`src/hdl/spps_pkg.sv`:
```
`default_nettype none
// ----------------------------------------------------------------------------
// spps_pkg
// Shared constants, codes and types of the stepper proportional position step
// controller.
// ----------------------------------------------------------------------------
package spps_pkg;

    // width of the shared multiplier operands
    localparam int MUL_W = 24;

    // default step counter width
    localparam int COUNT_WIDTH_DEF = 32;

    // enable pin polarity: 1 drives the pin low when enabled
    localparam logic ENABLE_ACTIVE_LOW = 1'b0;

    // configuration register indexes
    localparam int CFG_IDX_W = 3;
    localparam logic [CFG_IDX_W-1:0] REG_KP_GAIN   = 3'd0;
    localparam logic [CFG_IDX_W-1:0] REG_TOLERANCE = 3'd1;
    localparam logic [CFG_IDX_W-1:0] REG_MIN_PER   = 3'd2;
    localparam logic [CFG_IDX_W-1:0] REG_MAX_PER   = 3'd3;
    localparam logic [CFG_IDX_W-1:0] REG_DEG_STEP  = 3'd4;
    localparam logic [CFG_IDX_W-1:0] REG_HOME      = 3'd5;

    // configuration reset values
    localparam logic [15:0] KP_GAIN_RST   = 16'd256;
    localparam logic [15:0] TOLERANCE_RST = 16'd128;
    localparam logic [15:0] MIN_PER_RST   = 16'd500;
    localparam logic [15:0] MAX_PER_RST   = 16'd5000;
    localparam logic [23:0] DEG_STEP_RST  = 24'd117965;
    localparam logic [23:0] HOME_RST      = 24'd0;

    // item kinds
    typedef enum logic [1:0] {
        KIND_TICK   = 2'd0,
        KIND_TARGET = 2'd1,
        KIND_HOME   = 2'd2,
        KIND_ENABLE = 2'd3
    } kind_t;

    // clamped count magnitude: |count| <= 2^38
    localparam int CMAG_W = 39;
    // clamped error magnitude: |error| <= 2^40, Q.16
    localparam int EMAG_W = 41;
    localparam logic [62:0] ERR_CLAMP = 63'h0000_0100_0000_0000;
    // full control, 100 degrees in Q.24
    localparam int CTL_W = 31;
    localparam logic [62:0] FULL_CONTROL = 63'd1677721600;

    // ceil(x / 100) as floor((x + 99) * RECIP >> RECIP_SHIFT), exact for x < 2^23
    localparam logic [MUL_W-1:0] RECIP       = 24'd10737419;
    localparam int               RECIP_SHIFT = 30;
    localparam logic [MUL_W-1:0] HUNDRED_M1  = 24'd99;

endpackage
`default_nettype wire

```
`src/hdl/spps_mul.sv`:
```
`default_nettype none
// ----------------------------------------------------------------------------
// spps_mul
// Shared unsigned multiplier with a registered product.
// ----------------------------------------------------------------------------
module spps_mul (
    input  wire logic                         aclk,
    input  wire logic [spps_pkg::MUL_W-1:0]   a,
    input  wire logic [spps_pkg::MUL_W-1:0]   b,
    output logic      [2*spps_pkg::MUL_W-1:0] product
);

    always_ff @(posedge aclk) begin
        product <= a * b;
    end

endmodule
`default_nettype wire

```
`src/hdl/stepper_proportional_position_step.sv`:
```
// A non-stepping item runs the position, error and decide states, then ST_FIN;
// a stepping tick also runs magnitude and period states and recomputes position
// and error. One item at a time: the next is taken no sooner than the cycle
// after the result is registered; ST_FIN waits while the output is held. A
// single 24x24 multiplier is used for every product in turn. Reset:
// synchronous, active low; clears count, target, sequencer and result valid.
`default_nettype none
// ----------------------------------------------------------------------------
// stepper_proportional_position_step
// Proportional position controller for a stepper: one control step per tick,
// target, home and enable commands, step period from the control magnitude.
// ----------------------------------------------------------------------------
module stepper_proportional_position_step #(
    parameter int COUNT_WIDTH = spps_pkg::COUNT_WIDTH_DEF
) (
    input  wire logic                             aclk,
    input  wire logic                             aresetn,
    // configuration writes
    input  wire logic                             cfg_valid,
    output logic                                  cfg_ready,
    input  wire logic [spps_pkg::CFG_IDX_W-1:0]   cfg_index,
    input  wire logic [23:0]                      cfg_data,
    // input items
    input  wire logic                             s_valid,
    output logic                                  s_ready,
    input  wire logic [1:0]                       s_kind,
    input  wire logic signed [23:0]               s_target_angle,
    input  wire logic                             s_enable_value,
    // result items
    output logic                                  m_valid,
    input  wire logic                             m_ready,
    output logic                                  m_step_pulse,
    output logic                                  m_direction_positive,
    output logic [15:0]                           m_pulse_interval_us,
    output logic                                  m_enable_pin,
    output logic signed [31:0]                    m_step_position,
    output logic signed [23:0]                    m_position_angle,
    output logic                                  m_at_target
);

    localparam int MW    = spps_pkg::MUL_W;
    localparam int EXT_W = (COUNT_WIDTH > 39) ? COUNT_WIDTH + 1 : 40;
    localparam logic [EXT_W-1:0] CNT_CLAMP = {{(EXT_W-39){1'b0}}, 1'b1, 38'b0};

    typedef enum logic [16:0] {
        ST_IDLE    = 17'b0_0000_0000_0000_0001,
        ST_POS_LO  = 17'b0_0000_0000_0000_0010,
        ST_POS_HI  = 17'b0_0000_0000_0000_0100,
        ST_POS_SUM = 17'b0_0000_0000_0000_1000,
        ST_ERR     = 17'b0_0000_0000_0001_0000,
        ST_ABS     = 17'b0_0000_0000_0010_0000,
        ST_DECIDE  = 17'b0_0000_0000_0100_0000,
        ST_MAG_LO  = 17'b0_0000_0000_1000_0000,
        ST_MAG_HI  = 17'b0_0000_0001_0000_0000,
        ST_MAG_SUM = 17'b0_0000_0010_0000_0000,
        ST_CTL     = 17'b0_0000_0100_0000_0000,
        ST_PER_LO  = 17'b0_0000_1000_0000_0000,
        ST_PER_HI  = 17'b0_0001_0000_0000_0000,
        ST_PER_SUM = 17'b0_0010_0000_0000_0000,
        ST_PER_Q   = 17'b0_0100_0000_0000_0000,
        ST_PER_DIV = 17'b0_1000_0000_0000_0000,
        ST_FIN     = 17'b1_0000_0000_0000_0000
    } state_t;

    state_t state_reg;

    // configuration
    logic [15:0] kp_reg, tol_reg, min_per_reg, max_per_reg;
    logic [23:0] dps_reg, home_reg;

    // control state
    logic [COUNT_WIDTH-1:0] cnt_reg;
    logic [23:0]            target_reg;
    logic                   enabled_reg;
    logic                   dir_reg;

    // working registers
    logic                   post_reg;
    logic [2*MW-1:0]        acc_reg;
    logic [62:0]            sum_reg;
    logic [62:0]            posq_reg;
    logic signed [63:0]     err_reg;
    logic [62:0]            eabs_reg;
    logic                   epos_reg;
    logic                   at_reg;
    logic [spps_pkg::CTL_W-1:0] ctl_reg;
    logic [15:0]            diff_reg;
    logic                   flat_reg;
    logic                   pulse_reg;
    logic [15:0]            period_reg;

    // output register
    logic                   m_valid_reg;
    logic                   m_pulse_reg, m_dir_reg, m_en_reg, m_at_reg;
    logic [15:0]            m_period_reg;
    logic [31:0]            m_pos_reg;
    logic [23:0]            m_ang_reg;

    // shared multiplier
    logic [MW-1:0]          mul_a, mul_b;
    logic [2*MW-1:0]        product;

    // combinational helpers
    logic [EXT_W-1:0]             cnt_ext;
    logic                         cnt_neg;
    logic [EXT_W-1:0]             cnt_abs;
    logic [spps_pkg::CMAG_W-1:0]  cmag;
    logic [spps_pkg::EMAG_W-1:0]  emag;
    logic signed [63:0]           t256;
    logic signed [63:0]           pm;
    logic [MW-1:0]                per_x;
    logic [54:0]                  pq;
    logic [23:0]                  ang;
    logic                         out_free;

    spps_mul u_mul (
        .aclk    (aclk),
        .a       (mul_a),
        .b       (mul_b),
        .product (product)
    );

    assign cfg_ready = 1'b1;
    assign s_ready   = (state_reg == ST_IDLE);
    assign out_free  = !m_valid_reg || m_ready;

    always_comb begin
        cnt_ext = {{(EXT_W-COUNT_WIDTH){cnt_reg[COUNT_WIDTH-1]}}, cnt_reg};
        cnt_neg = cnt_reg[COUNT_WIDTH-1];
        cnt_abs = cnt_neg ? (~cnt_ext + EXT_W'(1)) : cnt_ext;
        cmag    = (cnt_abs > CNT_CLAMP) ? CNT_CLAMP[spps_pkg::CMAG_W-1:0]
                                        : cnt_abs[spps_pkg::CMAG_W-1:0];
        emag    = (eabs_reg > spps_pkg::ERR_CLAMP)
                  ? spps_pkg::ERR_CLAMP[spps_pkg::EMAG_W-1:0]
                  : eabs_reg[spps_pkg::EMAG_W-1:0];
        t256    = {{32{target_reg[23]}}, target_reg, 8'b0};
        pm      = {1'b0, sum_reg};
        // ceil of num / 2^24, then plus 99 ahead of the divide by 100
        per_x   = MW'(sum_reg[46:24]) + MW'(|sum_reg[23:0]) + spps_pkg::HUNDRED_M1;
        pq      = posq_reg[62:8];
        if (!cnt_neg) begin
            ang = (pq > 55'd8388607) ? 24'h7FFFFF : pq[23:0];
        end else begin
            ang = (pq > 55'd8388608) ? 24'h800000 : (~pq[23:0] + 24'd1);
        end
    end

    // operand selection for the shared multiplier
    always_comb begin
        mul_a = '0;
        mul_b = '0;
        case (state_reg)
            ST_POS_LO: begin
                mul_a = cmag[MW-1:0];
                mul_b = dps_reg;
            end
            ST_POS_HI: begin
                mul_a = MW'(cmag[spps_pkg::CMAG_W-1:MW]);
                mul_b = dps_reg;
            end
            ST_MAG_LO: begin
                mul_a = emag[MW-1:0];
                mul_b = MW'(kp_reg);
            end
            ST_MAG_HI: begin
                mul_a = MW'(emag[spps_pkg::EMAG_W-1:MW]);
                mul_b = MW'(kp_reg);
            end
            ST_PER_LO: begin
                mul_a = ctl_reg[MW-1:0];
                mul_b = MW'(diff_reg);
            end
            ST_PER_HI: begin
                mul_a = MW'(ctl_reg[spps_pkg::CTL_W-1:MW]);
                mul_b = MW'(diff_reg);
            end
            ST_PER_Q: begin
                mul_a = per_x;
                mul_b = spps_pkg::RECIP;
            end
            default: begin
                mul_a = '0;
                mul_b = '0;
            end
        endcase
    end

    // configuration registers
    always_ff @(posedge aclk) begin
        if (!aresetn) begin
            kp_reg      <= spps_pkg::KP_GAIN_RST;
            tol_reg     <= spps_pkg::TOLERANCE_RST;
            min_per_reg <= spps_pkg::MIN_PER_RST;
            max_per_reg <= spps_pkg::MAX_PER_RST;
            dps_reg     <= spps_pkg::DEG_STEP_RST;
            home_reg    <= spps_pkg::HOME_RST;
        end else if (cfg_valid && cfg_ready) begin
            case (cfg_index)
                spps_pkg::REG_KP_GAIN:   kp_reg      <= cfg_data[15:0];
                spps_pkg::REG_TOLERANCE: tol_reg     <= cfg_data[15:0];
                spps_pkg::REG_MIN_PER:   min_per_reg <= cfg_data[15:0];
                spps_pkg::REG_MAX_PER:   max_per_reg <= cfg_data[15:0];
                spps_pkg::REG_DEG_STEP:  dps_reg     <= cfg_data;
                spps_pkg::REG_HOME:      home_reg    <= cfg_data;
                default: begin
                end
            endcase
        end
    end

    // sequencer and control state
    always_ff @(posedge aclk) begin
        if (!aresetn) begin
            state_reg   <= ST_IDLE;
            cnt_reg     <= '0;
            target_reg  <= '0;
            enabled_reg <= 1'b1;
            dir_reg     <= 1'b1;
            post_reg    <= 1'b0;
            m_valid_reg <= 1'b0;
        end else begin
            // ST_FIN reloads the result register itself
            if (m_valid_reg && m_ready && (state_reg != ST_FIN)) begin
                m_valid_reg <= 1'b0;
            end
            case (state_reg)
                ST_IDLE: begin
                    if (s_valid) begin
                        pulse_reg  <= 1'b0;
                        period_reg <= '0;
                        post_reg   <= 1'b1;
                        state_reg  <= ST_POS_LO;
                        case (spps_pkg::kind_t'(s_kind))
                            spps_pkg::KIND_TICK: post_reg <= 1'b0;
                            spps_pkg::KIND_TARGET: begin
                                target_reg  <= s_target_angle;
                                enabled_reg <= 1'b1;
                            end
                            spps_pkg::KIND_HOME: begin
                                cnt_reg    <= '0;
                                target_reg <= home_reg;
                            end
                            spps_pkg::KIND_ENABLE: enabled_reg <= s_enable_value;
                            default: post_reg <= 1'b0;
                        endcase
                    end
                end
                ST_POS_LO:  state_reg <= ST_POS_HI;
                ST_POS_HI: begin
                    acc_reg   <= product;
                    state_reg <= ST_POS_SUM;
                end
                ST_POS_SUM: begin
                    sum_reg   <= 63'(acc_reg) + {product[38:0], 24'b0};
                    state_reg <= ST_ERR;
                end
                ST_ERR: begin
                    err_reg   <= cnt_neg ? (t256 + pm) : (t256 - pm);
                    // bias a negative magnitude so the shift rounds toward minus infinity
                    posq_reg  <= cnt_neg ? (sum_reg + 63'd255) : sum_reg;
                    state_reg <= ST_ABS;
                end
                ST_ABS: begin
                    eabs_reg  <= err_reg[63] ? 63'(-err_reg) : err_reg[62:0];
                    epos_reg  <= !err_reg[63] && (err_reg != 64'sd0);
                    state_reg <= ST_DECIDE;
                end
                ST_DECIDE: begin
                    at_reg <= (eabs_reg <= {39'b0, tol_reg, 8'b0});
                    if (post_reg || !enabled_reg || (eabs_reg <= {39'b0, tol_reg, 8'b0})) begin
                        state_reg <= ST_FIN;
                    end else begin
                        state_reg <= ST_MAG_LO;
                    end
                end
                ST_MAG_LO:  state_reg <= ST_MAG_HI;
                ST_MAG_HI: begin
                    acc_reg   <= product;
                    state_reg <= ST_MAG_SUM;
                end
                ST_MAG_SUM: begin
                    sum_reg   <= 63'(acc_reg) + 63'({product[32:0], 24'b0});
                    state_reg <= ST_CTL;
                end
                ST_CTL: begin
                    ctl_reg   <= (sum_reg > spps_pkg::FULL_CONTROL)
                                 ? spps_pkg::FULL_CONTROL[spps_pkg::CTL_W-1:0]
                                 : sum_reg[spps_pkg::CTL_W-1:0];
                    dir_reg   <= epos_reg && (sum_reg != 63'd0);
                    diff_reg  <= max_per_reg - min_per_reg;
                    flat_reg  <= (max_per_reg <= min_per_reg);
                    state_reg <= ST_PER_LO;
                end
                ST_PER_LO:  state_reg <= ST_PER_HI;
                ST_PER_HI: begin
                    acc_reg   <= product;
                    state_reg <= ST_PER_SUM;
                end
                ST_PER_SUM: begin
                    sum_reg   <= 63'(acc_reg) + 63'({product[22:0], 24'b0});
                    state_reg <= ST_PER_Q;
                end
                ST_PER_Q:   state_reg <= ST_PER_DIV;
                ST_PER_DIV: begin
                    period_reg <= flat_reg ? max_per_reg
                                  : (max_per_reg
                                     - product[spps_pkg::RECIP_SHIFT+15:spps_pkg::RECIP_SHIFT]);
                    pulse_reg  <= 1'b1;
                    cnt_reg    <= dir_reg ? (cnt_reg + COUNT_WIDTH'(1))
                                          : (cnt_reg - COUNT_WIDTH'(1));
                    // recompute position and error for the new count
                    post_reg   <= 1'b1;
                    state_reg  <= ST_POS_LO;
                end
                ST_FIN: begin
                    if (out_free) begin
                        m_valid_reg  <= 1'b1;
                        m_pulse_reg  <= pulse_reg;
                        m_dir_reg    <= dir_reg;
                        m_period_reg <= period_reg;
                        m_en_reg     <= enabled_reg ^ spps_pkg::ENABLE_ACTIVE_LOW;
                        m_pos_reg    <= cnt_ext[31:0];
                        m_ang_reg    <= ang;
                        m_at_reg     <= at_reg;
                        state_reg    <= ST_IDLE;
                    end
                end
                default: state_reg <= ST_IDLE;
            endcase
        end
    end

    assign m_valid              = m_valid_reg;
    assign m_step_pulse         = m_pulse_reg;
    assign m_direction_positive = m_dir_reg;
    assign m_pulse_interval_us  = m_period_reg;
    assign m_enable_pin         = m_en_reg;
    assign m_step_position      = m_pos_reg;
    assign m_position_angle     = m_ang_reg;
    assign m_at_target          = m_at_reg;

endmodule
`default_nettype wire
```
`config.mk`:
```
export PLATFORM = sky130hd
export DESIGN_NAME = stepper_proportional_position_step
export DESIGN_NICKNAME = d
export VERILOG_FILES = /design/src/hdl/spps_pkg.sv /design/src/hdl/spps_mul.sv /design/src/hdl/stepper_proportional_position_step.sv
export SDC_FILE = /design/constraint.sdc
export NUM_CORES = 2
export LEC_CHECK = 0
export BUFFER_PORTS_ARGS = -buffer_cell sky130_fd_sc_hd__buf_4
export CAP_MARGIN = 5
export CELL_PAD_IN_SITES_DETAIL_PLACEMENT = 0
export CELL_PAD_IN_SITES_GLOBAL_PLACEMENT = 2
export CORE_ASPECT_RATIO = 1.25
export CORE_UTILIZATION = 35
export DETAILED_ROUTE_END_ITERATION = 16
export PLACE_DENSITY = 0.77
export SLEW_MARGIN = 0
export SYNTH_ARGS = -nofsm -noshare
export SYNTH_HDL_FRONTEND = slang
export SYNTH_SLANG_ARGS = --single-unit
```
`constraint.sdc`:
```
create_clock -name aclk -period 9.67 [get_ports aclk]
set_clock_uncertainty 0.15 [all_clocks]
set_input_delay 0.4835 -clock aclk [delete_from_list [all_inputs] [get_ports aclk]]
set_output_delay 0.4835 -clock aclk [all_outputs]
set_load 0.05 [all_outputs]
```
# Yosys cells after proc, flatten, opt, wreduce, memory -nomap -nowiden
# Cells that the tools add are included.
# totals
out_inout_bits,79
ff_bits,681
elab_cells,162
# op_classes
muxes,33
n_reduce_logical,42
add_sub_neg,15
bitwise_logic,2
mul,1
n_eq_ne,29
n_lt_le_gt_ge,7
# op_table
op,n
case mux 17 bit (17 select lines),1
case mux 63 bit (3 select lines),1
case mux 24 bit (7 select lines),1
two-way mux 63 bit,2
two-way mux 32 bit,3
case mux 24 bit (4 select lines),1
two-way mux 24 bit,3
adder 32 x 64 -> 64 bit,1
two-way mux 64 bit,1
case mux 32 bit (2 select lines),1
nonzero test 64 bit,1
subtractor 32 x 64 -> 64 bit,1
adder 48 x 63 -> 63 bit,1
"adder 63 x 8 -> 63 bit, second input constant",1
"greater-than comparator 63 x 31 -> 1 bit, second input constant",1
"greater-than comparator 63 x 41 -> 1 bit, second input constant",1
less-or-equal comparator 63 x 24 -> 1 bit,1
negator 63 bit,1
nonzero test 63 bit,1
adder 48 x 57 -> 58 bit,1
"greater-than comparator 55 x 23 -> 1 bit, second input constant",1
"greater-than comparator 55 x 24 -> 1 bit, second input constant",1
two-way mux 17 bit,3
adder 48 x 47 -> 49 bit,1
other kinds (57),98

# Logic depth before layout (Yosys ltp)
# logic_depth
depth_word,7
mapped_depth,42

# Hierarchy
# From an unflattened synthesis, not the netlist that was laid out.
# hier_totals
hier_cells,6224
area_unflattened_um2,57859.2
# by_module_without_submodules
mod,cells_per_inst,area_each_um2,n_inst
stepper_proportional_position_step,3977,37717.4,1
spps_mul,2247,20141.8,1

# Least setup slack after synthesis
# OpenSTA, ideal clock, no wires.
# synth_timing
path_type,reg-to-reg
startpoint,register sum_reg[0]
endpoint,register u_mul.product[34] (netlist bit)
t_required_ns,9.398
setup_slack_ns,0.127
setup_ns,0.122
t_arrival_ns,9.271
path_stages_with_launch,39
path_cell_list,edfxtp_1 > inv_1 > ha_1 > nor3b_1 > nand2_1 > nor2_1 > ha_1 > ha_1 > o21ai_0 > nand2_1 > nor2_1 > xnor2_1 > o21ai_0 > a211oi_1 > nor2_1 > fa_1 > inv_1 > fa_1 > [... 3 more ...] > fa_1 > fa_1 > inv_1 > fa_1 > inv_1 > ha_1 > clkbuf_1 > a211o_1 > a211oi_1 > o31ai_1 > a21oi_1 > o21bai_1 > a221oi_1 > o21bai_1 > a21oi_1 > nor3b_1 > or3b_1 > xor2_1
# synth_via
elab_chain_cells,5
# synth_rtl
item,line,text
start: declaration,stepper_proportional_position_step.sv:80,logic [62:0] sum_reg;
start signal: assignment,stepper_proportional_position_step.sv:254,"sum_reg <= 63'(acc_reg) + {product[38:0], 24'b0};"
start signal: assignment,stepper_proportional_position_step.sv:282,"sum_reg <= 63'(acc_reg) + 63'({product[32:0], 24'b0});"
start signal: assignment,stepper_proportional_position_step.sv:300,"sum_reg <= 63'(acc_reg) + 63'({product[22:0], 24'b0});"
OR reduction 24 bit,stepper_proportional_position_step.sv:139,per_x = MW'(sum_reg[46:24]) + MW'(|sum_reg[23:0]) + spps_pkg::HUNDRED_M1;
adder 23 x 1 -> 24 bit,stepper_proportional_position_step.sv:139,
adder 24 x 7 -> 24 bit,stepper_proportional_position_step.sv:139,
case mux 24 bit (7 select lines),stepper_proportional_position_step.sv:152,case (state_reg)
multiplier 24 x 24 -> 48 bit,spps_mul.sv:14,product <= a * b;
end signal: assignment,spps_mul.sv:14,
end: declaration,spps_mul.sv:10,output logic [2*spps_pkg::MUL_W-1:0] product
# Every way passes these cells.
# A chain may end at the register's enable or synchronous reset.

# Final worst setup path
# layout_timing
startpoint,register eabs_reg[25]
endpoint,register u_mul.product[47] (netlist bit)
# layout_via
elab_chain_cells,4
# layout_rtl
item,line,text
start: declaration,stepper_proportional_position_step.sv:83,logic [62:0] eabs_reg;
start signal: assignment,stepper_proportional_position_step.sv:264,eabs_reg <= err_reg[63] ? 63'(-err_reg) : err_reg[62:0];
greater-than comparator 63 x 41 -> 1 bit,stepper_proportional_position_step.sv:133,emag = (eabs_reg > spps_pkg::ERR_CLAMP)
two-way mux 41 bit (*),stepper_proportional_position_step.sv:134,? spps_pkg::ERR_CLAMP[spps_pkg::EMAG_W-1:0]
case mux 24 bit (7 select lines) (*),stepper_proportional_position_step.sv:152,
multiplier 24 x 24 -> 48 bit (*),spps_mul.sv:14,
# Mark *: on every way between the ends. The rest lies on a longest branch, timed or not.

==> metrics.cfg <==
[status]
status = complete, no violations

[clock_network]
clock-sinks = 673
clockBufferDepth = 3
cts_made_buffers = 76
h-tree-depth = 3
cts_tree = yes
cts.clk_slew.worst_paths_ns = 0.07
root_buffer = clkbuf_16
worstSkewPairLatency_ns = 0.72

[synthesis]
synth.area.mux_share = 0.007184
synth_edf_count = 436
synth_compound_area_frac = 0.1359
synth_ff_type = edfxtp_1
syn-num-nets = 7156
synthXorXnorAreaFrac = 0.05289
syn_inst = 6214
synth_adder_area_share = 0.2566
syn_avg_cell_area_um2 = 9.221
synth-warning-count = 0
async_reset_ff_frac = 0
ys_ff_latch = 673
synth_top_family_by_area = adder cells
ys_types = 98
synth_area_um2 = 57300
ys_seq_area_frac = 0.3113
yosys.area_share.simple = 0.1657

[route]
drt_iter0_drc = 2977
vias_per_cell = 5.239
via_count = 47260
post_drt_wl_per_cell_um = 23.53
drc_errors = 0
wl_mm = 212.3
postRouteAntennaNets = 0
dr.pass1.iters = 6

[critical_path]
r2r_cells = 37
worstPathMaxFanout = 7
cpPeakStageDelay_ns = 0.59
crit_type = reg2reg
reg2reg_to = u_mul.product[47]
crit_start = eabs_reg[25]
cp_slowest_cell = fa_1
worstSetupEndpointType = flop
ff2ff_setup_slack_ns = 0.13
cp-start-kind = flop
crit_required_ns = 10.15
path_common_cell = fa_1
r2r_start = eabs_reg[25]
critical_path_arrival_ns = 10.02
endpoint = u_mul.product[47]

[finish]
layout_common_cells = 902 x nand2_1, 776 x inv_1, 622 x buf_4
nets = 7729
largest_reg_flops = 64
drive_above_1_share = 0.1520
layout_commonest_cell = nand2_1
syn2layout_area_growth_pct = 21.02
finalNonFillerCells = 9022
fillers = 15980
final_area_um2 = 69340

[sta]
drv_slew = 0
fin_ws_ns = 0.1300
rsz0062_at_grt = true
final_hold_viol_count = 0
worst_pin_slew_ns = 1.160
relSlewSlack = 0.2070
fin_crit_ns = 9.540
setup_violations = 0
finalCritPeriodShare = 0.9866
max_freq_mhz = 104.8

[grt]
antenna_found_initial = 3
grt_pass1_wl_mm = 310.9
grt_util_all_layers = 0.2543
first_global_vias = 48400
grt-ovfl-total = 0
grt_max_degree = 95

[floorplanning]
die_area_um2 = 165300
die_w_um = 363.9
fp.dieH_um = 454.4
start_util = 0.3536
pin_count = 138
coreArea_um2 = 162100
num_rows = 165

[placement]
dpl.hpwl_mm = 172.3
io_buffers = 136
gp_congestion = 0.9714
placed_area_um2 = 64930
numPlacedInstances = 8794
post-place-ws_ns = -0.7235

[power]
powerDensity_nw_per_um2 = 97.51
finalPower_mw = 6.761
leakage_nw = 29.55
vdd_drop_max_mv = 0.1337

[min_path]
min-delay-start = aresetn
hp-class = in2reg

[job]
max-cap-violations = 0

[through the flow]
step	TNS (ns)	hold WS, ns	utilization
after floorplan	0	0.2355	-
after global placement	-4.681	0.2512	0.4006
after detailed placement	-7.144	0.2545	0.4006
after CTS	0	0.002843	0.4213
after global routing	-1.020	0.04309	0.4279
final	0	0.04251	0.4279
[routing by layer]
| metal | wire (um) | vias up | global-route usage |
|---|---|---|---|
| met5 | 0 | - | 0 |
| met1 | 83740 | 23690 | 0.2944 |
| met2 | 109200 | 1076 | 0.4653 |
| li1 | - | 22120 | - |
| met3 | 7648 | 385 | 0.02512 |
| met4 | 11740 | 0 | 0.1232 |
[cell usage after synthesis (all sizes together) (110+ instances only)]
master / count / area [um2]
a21oi: 331 / 1657
and2: 142 / 888.4
clkbuf: 210 / 788.3
dfxtp: 237 / 4745
edfxtp: 436 / 13090
fa: 487 / 9749
ha: 396 / 4955
inv: 783 / 2939
nand2: 918 / 3458
nand3: 110 / 550.5
nor2: 351 / 1328
o21ai: 217 / 1097
xnor2: 272 / 2382
[worst max-delay path: cells and delay by family (launching register included)]
kind	cells	cell delay (ns)
buffers and inverters	12	1.58
adder cells (fa/ha/maj)	8	3.90
AND/OR/NAND/NOR	8	1.62
AO/OA/AOI/OAI	8	1.66
XOR/XNOR	1	0.13
flip-flops	1	0.39
[worst min path at each step]
stage / endpoint / slack [ns] / depth (start not counted)
floorplan: acc_reg[46] / 0.24 / 0
global placement: sum_reg[5] / 0.25 / 0
detailed placement: m_pulse_interval_us[1] / 0.25 / 0
CTS: target_reg[22] / 0.003 / 4
global route: target_reg[22] / 0.04 / 4
finish: enabled_reg / 0.04 / 2
[report_power, final]
part	internal, mW	total, mW	switching (mW)
logic	0.226	0.621	0.394
clock network	1.72	3.05	1.33
registers	3.07	3.09	0.0226
total	5.02	6.76	1.74
[logic make-up after synthesis]
kind of cell,Yosys count
mux,41
compound gates,1181
simple gates,2032
xor+xnor,346
other cells,1
fa+ha+maj,883
flops,673
buf+inv,1057
[final cells by class]
cell class                 count  area, um2  area share
antenna                        1      2.502  0.00003609
inverter                     787       2954     0.04260
clock inverter                41      558.0    0.008047
multi-input combinational   4484      36290      0.5233
tap                         2171       2716     0.03917
sequential                   673      17840      0.2573
clock buffer                 100       2062     0.02974
timing repair buffer         765       6918     0.09976
[what timing repair did]
item	in CTS	in global routing
gates cloned	0	4
endpoints found under the hold margin	133	0
hold buffers	45	0
setup endpoints to repair	15	18
buffers inserted	3	35
resized for setup	55	135
pin swaps	8	67
Power figures use the tool's default switching activity.
